**config.mk**
```make
export PLATFORM = sky130hd
export DESIGN_NAME = dna_queue
export DESIGN_NICKNAME = d
export VERILOG_FILES = /design/src/sv/dna_pkg.sv /design/src/sv/dna_queue.sv
export SDC_FILE = /design/constraint.sdc
export NUM_CORES = 1
export LEC_CHECK = 0
export BUFFER_PORTS_ARGS = -buffer_cell sky130_fd_sc_hd__buf_2
export CAP_MARGIN = 20
export CORE_MARGIN = 1.5
export CORE_UTILIZATION = 45
export DETAILED_ROUTE_END_ITERATION = 10
export HOLD_SLACK_MARGIN = 0.1
export PLACE_DENSITY = 0.74
export SYNTH_ARGS = -nofsm -noshare
export SYNTH_HDL_FRONTEND = slang
export SYNTH_SLANG_ARGS = --single-unit
export TNS_END_PERCENT = 10
```
**constraint.sdc**
```tcl
create_clock -name clk -period 28.1 [get_ports clk]
set_input_delay 1.405 -clock clk [delete_from_list [all_inputs] [get_ports clk]]
set_output_delay 1.405 -clock clk [all_outputs]
set_load 0.01 [all_outputs]
```
**src/sv/dna_pkg.sv**
```systemverilog
`default_nettype none

package dna_pkg;

	localparam int FRAC_BITS_DEF = 16;
	localparam int QBITS         = 32;
	localparam int DIV_LAT       = QBITS + 1;
	localparam int Q_DEPTH       = 4;

	localparam logic [2:0] KIND_NEG   = 3'd0;
	localparam logic [2:0] KIND_ADD   = 3'd1;
	localparam logic [2:0] KIND_SUB   = 3'd2;
	localparam logic [2:0] KIND_MUL   = 3'd3;
	localparam logic [2:0] KIND_DIV   = 3'd4;
	localparam logic [2:0] KIND_SCALE = 3'd5;
	localparam logic [2:0] KIND_DIVF  = 3'd6;

	typedef struct packed {
		logic [2:0]         kind;
		logic               err;
		logic signed [31:0] ar;
		logic signed [31:0] ad;
		logic signed [31:0] br;
		logic signed [31:0] bd;
		logic signed [31:0] f;
		logic signed [63:0] pa;
		logic signed [63:0] pb;
		logic signed [63:0] pc;
		logic [63:0]        pd;
	} item_t;

	typedef struct packed {
		logic        neg;
		logic [63:0] m;
		logic [63:0] den;
	} div_in_t;

	typedef struct packed {
		logic        ok;
		logic        use_div;
		logic [31:0] rr;
		logic [31:0] rd;
	} side_t;

	function automatic logic [31:0] sat32(input logic signed [64:0] v);
		logic [31:0] r;
		if (v > 65'sd2147483647)
			r = 32'h7FFF_FFFF;
		else if (v < -65'sd2147483648)
			r = 32'h8000_0000;
		else
			r = v[31:0];
		return r;
	endfunction

	function automatic logic [63:0] abs32(input logic signed [31:0] v);
		logic signed [64:0] w;
		w = 65'(v);
		if (v < 0)
			w = -w;
		return w[63:0];
	endfunction

endpackage

`default_nettype wire

```
**src/sv/dna_queue.sv**
```systemverilog
`default_nettype none

module dna_queue
	import dna_pkg::*;
(
	input  wire logic  clk,
	input  wire logic  arst_n,
	input  wire logic  wr,
	input  item_t      wr_item,
	output logic       full,
	input  wire logic  rd,
	output item_t      rd_item,
	output logic       empty
);

	localparam int PW = $clog2(Q_DEPTH);

	item_t          ent_q [Q_DEPTH];
	logic [PW-1:0]  wp_q;
	logic [PW-1:0]  rp_q;
	logic [PW:0]    cnt_q;

	assign full    = (cnt_q == (PW+1)'(Q_DEPTH));
	assign empty   = (cnt_q == '0);
	assign rd_item = ent_q[rp_q];

	always_ff @(posedge clk) begin
		if (wr)
			ent_q[wp_q] <= wr_item;
	end

	always_ff @(posedge clk or negedge arst_n) begin
		if (!arst_n) begin
			wp_q  <= '0;
			rp_q  <= '0;
			cnt_q <= '0;
		end else begin
			if (wr)
				wp_q <= wp_q + 1'b1;
			if (rd)
				rp_q <= rp_q + 1'b1;
			if (wr && !rd)
				cnt_q <= cnt_q + 1'b1;
			else if (rd && !wr)
				cnt_q <= cnt_q - 1'b1;
		end
	end

endmodule

`default_nettype wire

```
==> flow_metrics.env, run 1 <==
export IMPL_final_period_utilization_pct=25.9
export IMPL_cts_buffer_depth=3
export IMPL_endpoint_kind="output pin"
export IMPL_outcome="finished clean"
export IMPL_maxSlewHeadroom_pct=23.5
export IMPL_syn_inst=2228
export IMPL_cpPeakStageDelay_ns=0.94
export IMPL_drv_cap=0
export IMPL_grt_pass1_vias=28800
export IMPL_cts_buffers=166
export IMPL_utilization_pct=54.0
export IMPL_drcViolationCount=0
export IMPL_path_class="register to output pin"
export IMPL_synth_ff_type="edfxtp_1"
export IMPL_r2r_cells=6
export IMPL_crit_slowest_cell="dfrtp_4"
export IMPL_fin_crit_ns=7.27
export IMPL_synth_seq_cells=1687
export IMPL_final_cell_mix="1,680 x edfxtp_1, 845 x buf_2, 420 x mux4_2"
export IMPL_cp_arrival_ns=5.87
export IMPL_fill_cells=9766
export IMPL_power_leakage_nw=24.3
export IMPL_grt_setup_unrepaired="false"
export IMPL_post_place_cells=4782
export IMPL_core_area_um2=134000
export IMPL_final_antenna_net_count=0
export IMPL_hold_path_class="input port to asynchronous set/reset pin"
export IMPL_die_x_um=371
export IMPL_grtUsageTotal_pct=18.4
export IMPL_final_common_cell="edfxtp_1"
export IMPL_grt_pass1_wl_mm=187
export IMPL_finalWirelength_mm=129
export IMPL_fin_cells=5108
export IMPL_rows=134
export IMPL_hold_viol=0
export IMPL_dp_hpwl_mm=81.4
export IMPL_port_buffers=845
export IMPL_synth_warnings=0
export IMPL_drive_above_1_share_pct=46.1
export IMPL_netlist_area_um2=61000
export IMPL_synth_edf_count=1680
export IMPL_drtPass1Iterations=5
export IMPL_ys_seq_area_share_pct=82.9
export IMPL_drt_initial_drc_count=2229
export IMPL_nets=3612
export IMPL_r2r_start="wp_q[0]$_DFFE_PN0P_"
export IMPL_path_buf_inv=5
export IMPL_power_density_nw_per_um2=107
export IMPL_cts_clk_slew_worst_paths_ns=0.06
export IMPL_ys_types=19
export IMPL_grt_max_degree=154
export IMPL_fmax_ghz=0.138
export IMPL_die_area_um2=138000
export IMPL_cp_start_kind="register"
export IMPL_antenna_found_initial=68
export IMPL_critPathMaxFanout=46
export IMPL_cts_tree="done"
export IMPL_path_common_cell="buf_4"
export IMPL_synth_nets=2658
export IMPL_drv_slew=0
export IMPL_num_vias=27500
export IMPL_overflow=0
export IMPL_worst_slew_pin_slew_ns=1.15
export IMPL_insertion_delay_ns=0.78
export IMPL_cts_resized=0
export IMPL_r2r_end="ent_q[0][171]$_DFFE_PP_"
export IMPL_htreeDepth=4
export IMPL_regToRegSetupSlack_ns=23.71
export IMPL_finalSetupTns_ns=0
export IMPL_cts_setup_buffers=0
export IMPL_required_ns=26.69
export IMPL_wl_per_cell_um=25.2
export IMPL_hold_buffers=0
export IMPL_die_h_um=371
export IMPL_cts_root_buf="clkbuf_16"
export IMPL_ir_worst_vdd_v=0.0000800
export IMPL_finalSetupViolCount=0
export IMPL_fin_skew_ns=0.0335
export IMPL_critPathTopFamily="buffers and inverters"
export IMPL_avgViaCountPerCell=5.37
export IMPL_ys_async_sr_fraction_pct=0.415
export IMPL_crit_chain="buf_4 > buf_4 > buf_4 > buf_4 > mux4_2 > buf_2"
export IMPL_avgSynthCellArea_um2=27.4
export IMPL_io_pins=846
export IMPL_power_mw=7.71
export IMPL_place_congestion=0.766
export IMPL_syn2layout_area_growth_pct=18.5
export IMPL_start_util_pct=45.6
export IMPL_cts_sinks=1687
## how the worst max path moves through the flow
stage / startpoint / endpoint / slack [ns] / cells after the start
after floorplan: wr / ent_q[1][0]$_DFFE_PP_ / 16.42 / 1
after global placement: rp_q[0]$_DFFE_PN0P_ / rd_item[160] / 21.37 / 6
after detailed placement: rp_q[0]$_DFFE_PN0P_ / rd_item[160] / 21.39 / 6
after CTS: rp_q[0]$_DFFE_PN0P_ / rd_item[160] / 20.51 / 6
after global routing: rp_q[0]$_DFFE_PN0P_ / rd_item[171] / 20.17 / 6
final: rp_q[0]$_DFFE_PN0P_ / rd_item[175] / 20.83 / 6
## layout make-up
class	instances	area (um^2)	area share, %
flip-flops and latches	1687	50600	70.0
multi-input cells	443	9670	13.4
repair buffers	880	4570	6.31
clock buffers	216	4410	6.09
well taps	1768	2210	3.06
clock inverters	81	746	1.03
diodes	29	72.6	0.100
inverters	4	15.0	0.0208
## cell usage after synthesis, types with 2 or more instances
cell,n,share of area [%]
and2_1,4,0.041
buf_4,3,0.037
clkbuf_1,6,0.037
buf_6,43,0.79
buf_2,42,0.34
inv_1,4,0.025
mux4_2,420,15
xor2_1,4,0.057
dfrtp_1,7,0.29
nand2_1,2,0.012
edfxtp_1,1680,83
ha_1,5,0.10
xnor2_1,2,0.029
## registers in the layout, summed over array words and instances, names as in the netlist
register / cells
rp_q: 2
wp_q: 2
ent_q: 1680
cnt_q: 3
## worst reg2reg max path, stage by stage, from the launching register on
cell,delay (ns)
dfrtp_1,0.41
inv_1,0.10
ha_1,0.14
and2_4,0.71
buf_4,0.75
buf_4,0.82
buf_4,0.97
## cells by family after synthesis
group                    count (synthesis)  share of synthesized area, %
AO/OA/AOI/OAI                            1                       0.00819
XOR/XNOR                                 6                        0.0861
adder cells (fa/ha/maj)                  6                         0.135
buffers and inverters                   98                          1.24
flip-flops                            1687                          82.9
multiplexers                           421                          15.5
AND/OR/NAND/NOR                          9                        0.0799
## layer usage
layer / global-route usage [%] / share of wire, % / vias up
met5: 0 / 0.38 / -
met4: 6.33 / 2.7 / 80
met3: 8.45 / 11 / 282
met2: 29.8 / 50 / 1160
met1: 21.7 / 36 / 14200
li1: - / - / 11700
## power breakdown
| part | internal (mW) | switching [mW] |
|---|---|---|
| Clock | 1.18 | 0.906 |
| Combinational | 0.944 | 1.26 |
| Sequential | 3.29 | 0.123 |
## stage by stage
step                      setup WS [ns]  cell area [um^2]  hold WS, ns
after floorplan                   16.42             61000        0.456
after global placement            21.37             67100        0.480
after detailed placement          21.39             67100        0.491
after CTS                         20.51             72200        0.377
after global routing              20.17             72300        0.403
final                             20.83             72300        0.435
(Power assumes the default switching activity.)
==> inputs of run 2 (changes only) <==
--- a/config.mk
+++ b/config.mk
@@ -5,6 +5,7 @@
 export SDC_FILE = /design/constraint.sdc
 export NUM_CORES = 1
 export LEC_CHECK = 0
+export ABC_AREA = 1
 export BUFFER_PORTS_ARGS = -buffer_cell sky130_fd_sc_hd__buf_2
 export CAP_MARGIN = 20
 export CORE_MARGIN = 1.5
==> constraint.sdc (replaced) <==
create_clock -name clk -period 6.8 [get_ports clk]
set_input_delay 0.34 -clock clk [delete_from_list [all_inputs] [get_ports clk]]
set_output_delay 0.34 -clock clk [all_outputs]
set_load 0.01 [all_outputs]
==> run 2 against run 1 <==
Cell count is 61% higher; combinational power grew to 5.4 times the previous value; setup slack worse by 18 ns; sequential power rose to 4.1 times the previous value; global-route usage grew 1.9 points; critical endpoint is now rd_item[317]; largest power group unchanged.
==> flow_metrics.env, run 2 <==
export IMPL_synth_nets=5378
export IMPL_use_met1_pct=23.9
export IMPL_synth_seq_cells=1687
export IMPL_cp_endpoint="rd_item[317]"
export IMPL_hold_path_class="input port to register"
export IMPL_netlist_area_um2=66700
export IMPL_insertion_delay_ns=0.80
export IMPL_synthTopCellsByCount="1,680 x edfxtp_1, 1,273 x nand2_1, 851 x inv_1"
export IMPL_min_path_cells=2
export IMPL_fin_cells=8249
export IMPL_place_congestion=0.835
export IMPL_htreeDepth=4
export IMPL_cts_root_buf="clkbuf_16"
export IMPL_rows=141
export IMPL_finalWirelength_mm=157
export IMPL_ys_types=20
export IMPL_busiest_layer="met2"
export IMPL_cts_resized=0
export IMPL_endpoint_kind="output pin"
export IMPL_cts_setup_buffers=0
export IMPL_hold_viol=0
export IMPL_largest_reg_flops=1680
export IMPL_ys_seq_area_share_pct=75.9
export IMPL_power_density_nw_per_um2=429
export IMPL_port_buffers=845
export IMPL_syn_inst=4948
export IMPL_grt_setup_unrepaired="false"
export IMPL_cts_tree="done"
export IMPL_multiInputGateArea_um2=11200
export IMPL_nets=6579
export IMPL_cp_start_kind="register"
export IMPL_maxSlewHeadroom_pct=15.9
export IMPL_path_class="register to output pin"
export IMPL_hold_buffers=424
export IMPL_r2r_end="ent_q[1][107]$_DFFE_PP_"
export IMPL_cts_sinks=1687
export IMPL_grtUsageTotal_pct=20.3
export IMPL_overflow=0
export IMPL_critPathMaxFanout=260
export IMPL_timing_final_ws_setup_ns=2.75
export IMPL_synth_top_area_share_pct=75.6
export IMPL_fmax_ghz=0.247
export IMPL_ir_worst_vdd_v=0.000354
export IMPL_start_util_pct=45.2
export IMPL_final_antenna_net_count=0
export IMPL_final_common_cell="edfxtp_1"
export IMPL_cp_arrival_ns=3.71
export IMPL_fin_skew_ns=0.0356
export IMPL_cp_startpoint="rp_q[0]$_DFFE_PN0P_"
export IMPL_use_met2_pct=33.9
export IMPL_core_area_um2=147000
export IMPL_post_place_cells=7482
export IMPL_yosysMostFrequentCell="edfxtp_1"
export IMPL_regToRegSetupSlack_ns=3.93
export IMPL_reg_top3="ent_q (1680), cnt_q (3)"
export IMPL_synth_ff_type="edfxtp_1"
export IMPL_io_pins=846
export IMPL_final_cell_mix="1,680 x edfxtp_1, 1,269 x nand2_1, 846 x inv_1"
export IMPL_avgSynthCellArea_um2=13.5
export IMPL_fin_crit_ns=4.05
export IMPL_yosys_area_top_type="edfxtp_1"
export IMPL_required_ns=6.46
export IMPL_r2r_start="wp_q[1]$_DFFE_PN0P_"
export IMPL_cts_clk_slew_worst_paths_ns=0.06
export IMPL_drv_cap=0
export IMPL_die_area_um2=151000
export IMPL_final_period_utilization_pct=59.6
export IMPL_ys_top_cells_by_area="edfxtp_1 76%, o211ai_1 9.5%, nand2_1 7.2%"
export IMPL_power_mw=35.2
export IMPL_syn2layout_area_growth_pct=23.1
export IMPL_num_vias=41900
export IMPL_ys_async_sr_fraction_pct=0.415
export IMPL_grt_max_degree=261
export IMPL_avgViaCountPerCell=5.08
export IMPL_grt_pass1_wl_mm=236
export IMPL_die_x_um=388
export IMPL_drtPass1Iterations=6
export IMPL_drt_initial_drc_count=2928
export IMPL_worst_slew_pin_slew_ns=1.26
export IMPL_r2r_cells=5
export IMPL_regArea_um2=50600
export IMPL_drive_above_1_share_pct=18.1
export IMPL_synth_edf_count=1680
export IMPL_drv_slew=0
export IMPL_grt_use_met3_pct=5.97
export IMPL_regMostFlops="ent_q"
export IMPL_die_h_um=388
export IMPL_cts_buffer_depth=3
export IMPL_drcViolationCount=0
export IMPL_finalSetupViolCount=0
export IMPL_dp_hpwl_mm=91.1
export IMPL_dpl_worst_slack_ns=3.55
export IMPL_wl_per_cell_um=19.1
export IMPL_synth_warnings=0
export IMPL_antenna_found_initial=35
export IMPL_power_leakage_nw=32.5
export IMPL_outcome="finished clean"
export IMPL_grt_pass1_vias=41000
export IMPL_cts_buffers=171
export IMPL_fill_cells=11100
run 2: cell count changes after synthesis, sizes merged, moves of 4 or more:
cell	previous run	this run
mux4	420	0
clkbuf	6	39
and2	4	0
buf	88	242
o211ai	0	840
inv	4	852
nand2	2	1273
run 2: worst min path at each step:
stage / from / slack (ns) / endpoint
floorplan: arst_n / 0.04 / cnt_q[0]$_DFFE_PN0P_
global placement: arst_n / 0.19 / wp_q[1]$_DFFE_PN0P_
detailed placement: arst_n / 0.19 / cnt_q[0]$_DFFE_PN0P_
CTS: wr_item[365] / 0.21 / ent_q[0][365]$_DFFE_PP_
global route: wr_item[389] / 0.26 / ent_q[3][389]$_DFFE_PP_
finish: wr_item[31] / 0.29 / ent_q[2][31]$_DFFE_PP_
run 2: final cells by class:
cell class,count,area share [%]
Sequential cell,1687,61.7
Multi-Input combinational cell,2128,13.7
Timing Repair Buffer,1309,11.0
Clock buffer,208,5.41
Inverter,852,3.92
Tap cell,1930,2.94
Clock inverter,104,1.25
Antenna cell,31,0.0945
run 2: cells by family after synthesis:
| kind of cell | Yosys count | share of synthesized area, % |
|---|---|---|
| flip-flops | 1687 | 75.9 |
| AND/OR/NAND/NOR | 1277 | 7.20 |
| XOR/XNOR | 4 | 0.0525 |
| AO/OA/AOI/OAI | 841 | 9.46 |
| adder cells (fa/ha/maj) | 6 | 0.124 |
| buffers and inverters | 1133 | 7.26 |
run 2: where the power goes:
part	switching, mW	total [mW]	internal, mW
clock	3.96	9.11	5.15
sequential	0.495	14.1	13.6
combinational	8.26	12.0	3.71
total	12.7	35.2	22.5
run 2: worst max-delay path, cell delays in order (launching register included):
cell      delay (ns)
dfrtp_4         1.05
buf_12          0.61
o211ai_1        0.48
nand2_1         0.17
buf_2           0.15
run 2: per-stage QoR:
step                instance area, um^2  utilization (%)  hold WS (ns)  setup TNS [ns]
CTS                               82000             55.6         0.207               0
detailed placement                72300             49.0         0.189               0
global route                      82100             55.6         0.256               0
global placement                  72300             49.0         0.191               0
floorplan                         66700                -        0.0444         -969.42
finish                            82100             55.7         0.295               0
run 2: routing by layer:
layer	wire, um	vias up	share of wire (%)
li1	-	19800	-
met1	58900	20200	37
met2	77800	1582	49
met3	13600	371	8.6
met4	6950	14	4.4
met5	95	-	0.060
